### config.mk
export PLATFORM = sky130hd
export DESIGN_NAME = nmea_fixed_position_field_extractor_core
export DESIGN_NICKNAME = d
export VERILOG_FILES = /design/src/hdl/nfpe_pkg.sv /design/src/hdl/nfpe_parse.sv /design/src/hdl/nmea_fixed_position_field_extractor_core.sv
export SDC_FILE = /design/constraint.sdc
export NUM_CORES = 1
export LEC_CHECK = 0
export BUFFER_PORTS_ARGS = -buffer_cell sky130_fd_sc_hd__buf_2
export CORE_MARGIN = 4
export CORE_UTILIZATION = 55
export CTS_CLUSTER_SIZE = 8
export DETAILED_ROUTE_END_ITERATION = 10
export MAX_ROUTING_LAYER = met4
export PLACE_DENSITY = 0.82
export SYNTH_ARGS = -nofsm -noshare
export SYNTH_HDL_FRONTEND = slang
export SYNTH_SLANG_ARGS = --single-unit
### constraint.sdc
create_clock -name clk -period 13.62 [get_ports clk]
set_clock_uncertainty 0.15 [all_clocks]
set_input_delay 1.362 -clock clk [delete_from_list [all_inputs] [get_ports clk]]
set_output_delay 1.362 -clock clk [all_outputs]
set_load 0.005 [all_outputs]
### src/hdl/nfpe_pkg.sv
`default_nettype none

package nfpe_pkg;

    localparam int unsigned SUM_W = 20;
    localparam int unsigned POS_W = 7;
    localparam int unsigned BYTE_W = 8;

    localparam logic [BYTE_W-1:0] CH_DOLLAR = 8'h24;
    localparam logic [BYTE_W-1:0] CH_G      = 8'h47;
    localparam logic [BYTE_W-1:0] CH_P      = 8'h50;
    localparam logic [BYTE_W-1:0] CH_V      = 8'h56;
    localparam logic [BYTE_W-1:0] CH_T      = 8'h54;
    localparam logic [BYTE_W-1:0] CH_A      = 8'h41;
    localparam logic [BYTE_W-1:0] CH_DOT    = 8'h2e;
    localparam logic [BYTE_W-1:0] CH_MINUS  = 8'h2d;
    localparam logic [SUM_W-1:0]  CH_ZERO   = 20'd48;

    localparam logic [POS_W-1:0] POS_ABORT = 7'd83;
    localparam logic [POS_W-1:0] POS_MAX   = 7'd127;

    localparam logic [SUM_W-1:0] W_100000 = 20'd100000;
    localparam logic [SUM_W-1:0] W_10000  = 20'd10000;
    localparam logic [SUM_W-1:0] W_1000   = 20'd1000;
    localparam logic [SUM_W-1:0] W_100    = 20'd100;
    localparam logic [SUM_W-1:0] W_10     = 20'd10;
    localparam logic [SUM_W-1:0] W_1      = 20'd1;

    typedef enum logic [1:0] {
        SK_NONE = 2'd0,
        SK_GGA  = 2'd1,
        SK_VTG  = 2'd2
    } sent_kind_t;

    typedef enum logic [2:0] {
        FK_HOURS    = 3'd0,
        FK_MINUTES  = 3'd1,
        FK_SECONDS  = 3'd2,
        FK_COURSE   = 3'd3,
        FK_SPEED    = 3'd4,
        FK_ALTITUDE = 3'd5
    } field_kind_t;

    typedef struct packed {
        logic [POS_W-1:0] pos;
        sent_kind_t       kind;
        logic [SUM_W-1:0] sum;
    } parse_state_t;

    typedef struct packed {
        logic             emit;
        field_kind_t      kind;
        logic [SUM_W-1:0] value;
    } parse_result_t;

endpackage

`default_nettype wire

### src/hdl/nfpe_parse.sv
`default_nettype none

module nfpe_parse
    import nfpe_pkg::*;
(
    input  wire logic [BYTE_W-1:0] rx_byte,
    input  wire parse_state_t      cur,
    output parse_state_t           nxt,
    output parse_result_t          res
);

    logic [POS_W-1:0]   pos0;
    sent_kind_t         kind0;
    sent_kind_t         kind1;
    logic               abort;
    logic               do_load;
    logic               do_add;
    logic               zero_term;
    logic [SUM_W-1:0]   weight;
    logic [SUM_W-1:0]   diff;
    logic [2*SUM_W-1:0] prod;
    logic [SUM_W-1:0]   term;
    logic [SUM_W-1:0]   sum1;
    logic [POS_W-1:0]   pos1;
    logic               emit;
    field_kind_t        fkind;

    always_comb
    begin
        pos0      = (rx_byte == CH_DOLLAR) ? '0 : cur.pos;
        kind0     = (rx_byte == CH_DOLLAR) ? SK_NONE : cur.kind;
        kind1     = kind0;
        abort     = 1'b0;
        do_load   = 1'b0;
        do_add    = 1'b0;
        zero_term = 1'b0;
        weight    = W_1;
        emit      = 1'b0;
        fkind     = FK_HOURS;

        // header check
        case (pos0)
            7'd1:
            begin
                if (rx_byte != CH_G)
                begin
                    abort = 1'b1;
                    kind1 = SK_NONE;
                end
            end
            7'd2:
            begin
                if (rx_byte != CH_P)
                begin
                    abort = 1'b1;
                    kind1 = SK_NONE;
                end
            end
            7'd3:
            begin
                if (rx_byte == CH_V)
                    kind1 = SK_VTG;
                else if (rx_byte == CH_G)
                    kind1 = SK_GGA;
                else
                begin
                    abort = 1'b1;
                    kind1 = SK_NONE;
                end
            end
            7'd4:
            begin
                if (!((rx_byte == CH_T && kind0 == SK_VTG) ||
                      (rx_byte == CH_G && kind0 == SK_GGA)))
                begin
                    abort = 1'b1;
                    kind1 = SK_NONE;
                end
            end
            7'd5:
            begin
                if (!((rx_byte == CH_G && kind0 == SK_VTG) ||
                      (rx_byte == CH_A && kind0 == SK_GGA)))
                begin
                    abort = 1'b1;
                    kind1 = SK_NONE;
                end
            end
            default:
            begin
            end
        endcase

        // field positions
        if (kind1 == SK_GGA)
        begin
            case (pos0) inside
                7'd7, 7'd9, 7'd11:
                begin
                    do_load = 1'b1;
                    weight  = W_10;
                end
                7'd8, 7'd10, 7'd12:
                begin
                    do_add = 1'b1;
                    emit   = 1'b1;
                    fkind  = (pos0 == 7'd8) ? FK_HOURS :
                             (pos0 == 7'd10) ? FK_MINUTES : FK_SECONDS;
                end
                7'd51:
                begin
                    do_load   = 1'b1;
                    weight    = W_100000;
                    zero_term = (rx_byte == CH_MINUS);
                end
                7'd52:
                begin
                    do_add = 1'b1;
                    weight = W_10000;
                end
                7'd53:
                begin
                    do_add = 1'b1;
                    weight = W_1000;
                end
                7'd54:
                begin
                    do_add = 1'b1;
                    weight = W_100;
                end
                7'd55:
                begin
                    do_add = 1'b1;
                    weight = W_10;
                end
                7'd56:
                begin
                    if (rx_byte != CH_DOT)
                        abort = 1'b1;
                end
                7'd57:
                begin
                    do_add = 1'b1;
                    emit   = 1'b1;
                    fkind  = FK_ALTITUDE;
                end
                default:
                begin
                end
            endcase
        end
        else if (kind1 == SK_VTG)
        begin
            case (pos0) inside
                7'd7:
                begin
                    do_load = 1'b1;
                    weight  = W_1000;
                end
                7'd8, 7'd27:
                begin
                    do_add = 1'b1;
                    weight = W_100;
                end
                7'd9, 7'd28:
                begin
                    do_add = 1'b1;
                    weight = W_10;
                end
                7'd10, 7'd29:
                begin
                    if (rx_byte != CH_DOT)
                        abort = 1'b1;
                end
                7'd11:
                begin
                    do_add = 1'b1;
                    emit   = 1'b1;
                    fkind  = FK_COURSE;
                end
                7'd25:
                begin
                    do_load = 1'b1;
                    weight  = W_10000;
                end
                7'd26:
                begin
                    do_add = 1'b1;
                    weight = W_1000;
                end
                7'd30:
                begin
                    do_add = 1'b1;
                    emit   = 1'b1;
                    fkind  = FK_SPEED;
                end
                default:
                begin
                end
            endcase
        end

        diff = {{(SUM_W-BYTE_W){1'b0}}, rx_byte} - CH_ZERO;
        prod = {{SUM_W{1'b0}}, diff} * {{SUM_W{1'b0}}, weight};
        term = zero_term ? '0 : prod[SUM_W-1:0];

        if (do_load)
            sum1 = term;
        else if (do_add)
            sum1 = cur.sum + term;
        else
            sum1 = cur.sum;

        pos1 = abort ? POS_ABORT : pos0;

        nxt.pos  = (pos1 < POS_MAX) ? pos1 + 7'd1 : pos1;
        nxt.kind = kind1;
        nxt.sum  = sum1;

        res.emit  = emit;
        res.kind  = fkind;
        res.value = sum1;
    end

endmodule

`default_nettype wire

### src/hdl/nmea_fixed_position_field_extractor_core.sv
// channel | direction | tdata                     | tuser
// s_*     | in        | [7:0] rx_byte             | -
// m_*     | out       | [19:0] field_value, pad 0 | [2:0] field_kind
//
// one byte a cycle sustained unless a stalled result holds an emitting byte;
// a byte is registered in the input register, then the parser and state update
// run in a single pass into the result register, which drives m_tvalid
// rst_n clears position, sentence type, running sum and both valid flags
// a stalled result holds the input register only when that byte also emits;
// bytes that emit nothing keep flowing
`default_nettype none

module nmea_fixed_position_field_extractor_core
    import nfpe_pkg::*;
(
    input  wire logic        clk,
    input  wire logic        rst_n,
    input  wire logic        s_tvalid,
    output logic             s_tready,
    input  wire logic [7:0]  s_tdata,   // [7:0] rx_byte
    output logic             m_tvalid,
    input  wire logic        m_tready,
    output logic [23:0]      m_tdata,   // [19:0] field_value, [23:20] zero
    output logic [2:0]       m_tuser    // [2:0] field_kind
);

    logic                in_valid_reg;
    logic [BYTE_W-1:0]   in_byte_reg;
    parse_state_t        state_reg;
    parse_state_t        state_next;
    parse_result_t       res;
    logic                out_valid_reg;
    field_kind_t         out_kind_reg;
    logic [SUM_W-1:0]    out_value_reg;
    logic                out_free;
    logic                advance;

    nfpe_parse u_parse
    (
        .rx_byte (in_byte_reg),
        .cur     (state_reg),
        .nxt     (state_next),
        .res     (res)
    );

    assign out_free = !out_valid_reg || m_tready;
    assign advance  = in_valid_reg && (!res.emit || out_free);
    assign s_tready = !in_valid_reg || advance;

    always_ff @(posedge clk or negedge rst_n)
    begin
        if (!rst_n)
        begin
            in_valid_reg  <= 1'b0;
            out_valid_reg <= 1'b0;
            state_reg.pos  <= '0;
            state_reg.kind <= SK_NONE;
            state_reg.sum  <= '0;
        end
        else
        begin
            if (s_tready)
                in_valid_reg <= s_tvalid;
            if (advance)
                state_reg <= state_next;
            if (advance && res.emit)
                out_valid_reg <= 1'b1;
            else if (m_tready)
                out_valid_reg <= 1'b0;
        end
    end

    always_ff @(posedge clk)
    begin
        if (s_tready && s_tvalid)
            in_byte_reg <= s_tdata;
        if (advance && res.emit)
        begin
            out_kind_reg  <= res.kind;
            out_value_reg <= res.value;
        end
    end

    assign m_tvalid = out_valid_reg;
    assign m_tdata  = {4'b0000, out_value_reg};
    assign m_tuser  = out_kind_reg;

    a_in_hold: assert property (@(posedge clk) disable iff (!rst_n)
        (in_valid_reg && !advance) |=> (in_valid_reg && $stable(in_byte_reg)))
        else $error("input register lost a stalled byte");

    a_no_overwrite: assert property (@(posedge clk) disable iff (!rst_n)
        (advance && res.emit && out_valid_reg) |-> m_tready)
        else $error("result register overwritten while full");

    a_pos_moves: assert property (@(posedge clk) disable iff (!rst_n)
        advance |=> (state_reg.pos != '0))
        else $error("position not advanced after a byte");

    a_alt_gga: assert property (@(posedge clk) disable iff (!rst_n)
        (advance && res.emit && res.kind == FK_ALTITUDE) |-> (state_reg.kind == SK_GGA))
        else $error("altitude emitted outside a GGA sentence");

endmodule

`default_nettype wire
---- Word level (Yosys, flattened, before mapping) ----
Index checks and enable logic that the tools add are counted.
storage, ports and cells
  bits in registers ....................... 62
  input bits .............................. 12
  output and inout port bits .............. 29
  logic and storage cells ................. 196
cells by class
  $mul .................................... 1
  add/subtract/negate cells ............... 3
  magnitude comparators ................... 1
  eq/ne operators ......................... 37
  multiplexer cells ....................... 125
  reduce and logical (&&, ||, !) cells .... 21
operators by type and width
  cell                                                                     count
  20-bit two-way mux                                                       11
  1-bit two-way mux                                                        74
  3-bit two-way mux                                                        20
  17-bit two-way mux                                                       3
  7-bit by 6-bit equality test with 1-bit output, second input constant    7
  7-bit by 5-bit equality test with 1-bit output, second input constant    6
  7-bit by 4-bit equality test with 1-bit output, second input constant    5
  8-bit by 7-bit equality test with 1-bit output, second input constant    4
  7-bit two-way mux                                                        4
  7-bit by 3-bit equality test with 1-bit output, second input constant    3
  20-bit adder                                                             1
  20-bit by 20-bit multiplier with 20-bit output                           1
  10-bit two-way mux                                                       2
  8-bit by 6-bit equality test with 1-bit output, second input constant    2
  8-bit by 7-bit inequality test with 1-bit output, second input constant  2
  7-bit by 2-bit equality test with 1-bit output, second input constant    2
  14-bit two-way mux                                                       1
  2-bit two-way mux                                                        7
  2-bit case mux with 5 select lines                                       1
  8-bit by 6-bit subtractor with 9-bit output, second input constant       1
  8-bit by 6-bit inequality test with 1-bit output, second input constant  1
  7-bit by 1-bit adder with 7-bit output, second input constant            1
  7-bit by 1-bit equality test with 1-bit output, second input constant    1
  1-bit logical AND                                                        7
  other kinds (10)                                                         21

---- Logic depth before layout (Yosys ltp) ----
  depth after elaboration ................. 20
  mapped depth ............................ 44

---- By module ----
A second synthesis with hierarchy kept.
second synthesis, totals
  cells, all modules ...................... 1062
  area total of the unflattened synthesis .. 8997.4 µm²
by module, submodules not included
  module                                    times used  cells an instance  sequential area each (µm²)  area an instance (µm²)
  nfpe_parse                                1           851                0.0                         6299.8
  nmea_fixed_position_field_extractor_core  1           211                1706.6                      2697.6

---- Worst setup path before layout ----
Ideal clock, no wire load.
  path kind ............................... reg2reg
  start ................................... reg in_byte_reg[4]
  end ..................................... reg out_value_reg[19] (data pin)
  arrival ................................. 9372 ps
  stages on the path, launching flop included .. 41
  required time ........................... 13203 ps
  clock period less this slack ............ 9789 ps
  buffers on the path ..................... 2
  path slack .............................. 3831 ps
  cells stage by stage .................... edfxtp_1 > clkbuf_1 > inv_1 > ha_1 > nand4b_1 > o21ai_1 > a2111oi_4 > nor2_2 > a211o_1 > clkbuf_1 > nor2_1 > a22o_1 > nand2_1 > fa_1 > inv_1 > fa_1 > inv_1 > fa_1 > [... 5 more ...] > fa_1 > inv_1 > fa_1 > inv_1 > ha_1 > nand3_1 > a2111oi_0 > nor3_1 > xnor2_1 > nor2_1 > ha_1 > and2_1 > o21ai_0 > o31ai_1 > o41ai_1 > a21oi_1 > o31ai_1 > a21oi_1
RTL lines
  element                 RTL line                                        text
  start, declared         nmea_fixed_position_field_extractor_core.sv:28  logic [BYTE_W-1:0] in_byte_reg;
  start signal, assigned  nmea_fixed_position_field_extractor_core.sv:76  in_byte_reg <= s_tdata;
  end signal, assigned    nmea_fixed_position_field_extractor_core.sv:80  out_value_reg <= res.value;
  end, declared           nmea_fixed_position_field_extractor_core.sv:34  logic [SUM_W-1:0] out_value_reg;

==> metrics.md <==
| Metric | Value |
|---|---|
| Clk Latency, worst-skew pair | `0.34 ns` |
| GRT Max-Usage Layer | `met2` |
| Clock share of power | `37.3%` |
| Die W | `141 um` |
| Rel. slew slack | `34.3%` |
| Synth cell count leaders | `inv_1 (179), nor2_1 (113), fa_1 (106)` |
| Worst setup slack after layout | `2.28 ns` |
| Sequential area share after synthesis | `17.5%` |
| Min Tclk post-route | `11.34 ns` |
| TritonCTS clock tree | `done` |
| Post-synth EDFFs | `31` |
| Via density | `5.87` |
| Drt first pass iters | `9` |
| Total congestion overflow | `0` |
| H-tree depth | `3` |
| Mapped Area | `0.00977 mm2` |
| P_int | `0.438 mW` |
| Worst-margin pin slew | `0.986 ns` |
| Initial antenna violation count | `0` |
| Comb power frac | `26.0%` |
| Setup Fix Bufs, Post-CTS | `0` |
| Critical path's most frequent cell | `inv_1` |
| Yosys warning total | `0` |
| F_max | `0.0882 GHz` |
| Post-CTS sizing | `0` |
| Crit Path Class | `reg2reg` |
| Sw Ratio | `36.0%` |
| Ranking of synthesized cells by area | `fa_1 (22%), ha_1 (12%), edfxtp_1 (9.5%), dfrtp_1 (7.9%), inv_1 (6.9%)` |
| Most used DFF post-synth | `edfxtp_1` |
| HPWL after DPL | `18.5 mm` |
| Die Y | `141 um` |
| CTS buffer count | `9` |
| Min-Delay Path Class | `reg2reg` |
| Std cell rows | `48` |
| Final net count | `1,379` |
| Final hold violations | `0` |
| Sink Count | `62` |
| Setup_tns | `0 ns` |
| Worst r2r src | `in_byte_reg[4]` |
| Post-route ant nets | `0` |
| First-pass GRT wire length | `40.0 mm` |
| Slowest cell on the critical path | `o22ai_1` |
| Switch Pwr | `0.246 mW` |
| Vias after detailed routing | `8,201` |
| GR Util met2 | `41.6%` |
| Most frequent cell after synthesis | `inv_1` |
| Routed WL | `23.8 mm` |
| Clock tree root buffer cell | `clkbuf_16` |
| Met3 usage | `3.77%` |
| Fill cells | `1,518` |
| CP Launch Type | `flop` |
| Reg2Reg Depth | `38` |
| CP Capture Type | `flop` |
| Ant. Diodes | `0` |
| RSZ-0062 raised after global routing | `false` |
| Post-cts hold buffer count | `0` |
| DRC violations left | `0` |
| Core area | `0.0174 mm2` |
| Reg2reg setup slack | `2.28 ns` |
| Max reg flops | `29` |
| Setup Slack @ Placement | `2.59 ns` |
| Post-synth top area share | `21.7%` |
| Port Buf Inserts | `36` |
| Setup-failing EPs final | `0` |
| Leading area contributor after synthesis | `fa_1` |
| Cell Pwr Density | `65.5 mW/mm2` |
| Starting Density | `56.3%` |
| Die area | `0.0200 mm2` |
| Distinct cells, synth | `86` |
| Layout area overhead | `6.72%` |
| Clk buf depth | `2` |
| Crit share post-route | `83.3%` |
| Leakage dissipation | `5.13 nW` |
| Critical path startpoint | `in_byte_reg[4]` |
| Syn avg cell area | `8.47 um2` |
| Worst r2r dst | `out_value_reg[19]` |
| Crit path DAT | `11.28 ns` |
| Largest net degree at the start of global routing | `47` |
| End of the critical path | `out_value_reg[19]` |
| Avg WL per Cell | `17.0 um` |
| Register share of total power | `36.7%` |
| Final Max Slew Viols | `0` |
| Max rail drop VDD | `0.133 mV` |
| Seq cells post-synth | `62` |
| Outcome | `finished, final reports clean` |
| GPL Wtd Cong | `0.973` |
| Met1 usage | `31.7%` |
| Number of I/O pins | `41` |
| Max stage delay on crit path | `0.62 ns` |
| Cells after synthesis | `1,153` |
| CP Max Fanout | `11` |
| Initial DRC count | `606` |
| Layout cell share with drive strength beyond 1 | `7.43%` |
| Vias in the first global route | `8,251` |
| Worst endpoint required time | `13.56 ns` |
| Max_cap viols | `0` |
| CTS clock-pin slew for the worst setup and hold paths | `0.06 ns` |
| Ys async rst share | `50.0%` |
| GRT Total Usage | `25.2%` |
-- worst min-delay path by stage --
stage | slack [ns] | cells after the start | endpoint | startpoint
floorplan | 0.33 | 2 | m_tvalid | in_valid_reg
global placement | 0.35 | 2 | m_tvalid | in_valid_reg
detailed placement | 0.38 | 1 | state_reg[9] | state_reg[9]
CTS | 0.39 | 1 | state_reg[9] | state_reg[9]
global route | 0.41 | 1 | state_reg[9] | state_reg[9]
finish | 0.39 | 2 | m_tvalid | in_valid_reg
-- layout make-up --
class                      count  area, um2  share of cell area, %
tap                          225        282                   2.70
timing repair buffer          43        233                   2.23
clock buffer                  11        243                   2.33
multi-input combinational    870       7200                   69.1
inverter                     180        676                   6.48
sequential                    62       1710                   16.4
clock inverter                 5       83.8                  0.804
-- worst max-delay path: cells and delay by family (launching register included) --
kind / cells / cell delay, ns
compound gates: 11 / 3.58
xor+xnor: 1 / 0.17
fa+ha+maj: 10 / 4.54
buf+inv: 8 / 0.71
flops: 1 / 0.55
simple gates: 8 / 1.37
-- power groups by stage --
stage               Combinational [mW]  Sequential [mW]  Clock (mW)
global placement                 0.175            0.252           0
finish                           0.177            0.251       0.255
floorplan                        0.158            0.222           0
global route                     0.197            0.256       0.265
CTS                              0.175            0.250       0.259
detailed placement               0.174            0.253           0
-- cells by family (layout without fill, tap and decap cells) --
logic type                 Yosys count  in the layout  synth area share, %
and+or+nand+nor                    380            380                 19.5
buffers and inverters              224            239                 8.97
adders and majority gates          201            201                 33.9
DFF                                 62             62                 17.5
other                                1              4               0.0384
xor gates and xnor gates            41             41                 3.68
muxes                                1              1                0.115
AOI/OAI and AO/OA                  243            243                 16.3
-- through the flow --
| stage | cells | cell area, um2 | hold slack [ns] | total power, mW | utilization (%) |
|---|---|---|---|---|---|
| after global routing | 1396 | 10400 | 0.413 | 0.719 | 60.1 |
| after detailed placement | 1380 | 10100 | 0.381 | 0.427 | 58.2 |
| final | 1396 | 10400 | 0.391 | 0.683 | 60.1 |
| after CTS | 1396 | 10400 | 0.394 | 0.684 | 60.1 |
| after global placement | 1380 | 10100 | 0.349 | 0.427 | 58.2 |
| after floorplan | 1156 | 9780 | 0.332 | 0.380 | - |
-- placed cells by master (no fill, tap or decap), types with 10 or more instances in the layout --
master and count:
dfrtp_1 31, nand3_1 19, nor2_1 111, buf_2 36, nor3_1 22, a21o_1 10, nand2b_1 22, a21oi_1 63
ha_1 95, nor2b_1 22, inv_1 179, a211oi_1 13, o21ai_0 66, and2_1 41, xor2_1 17, edfxtp_1 31
xnor2_1 24, fa_1 106, nand2_1 90
-- per-layer routing --
metal	vias to the layer above	wire [um]
li1	3880	-
met3	58	1420
met1	3945	9970
met4	0	719
met5	-	0
met2	318	11700
(Power assumes the default switching activity.)
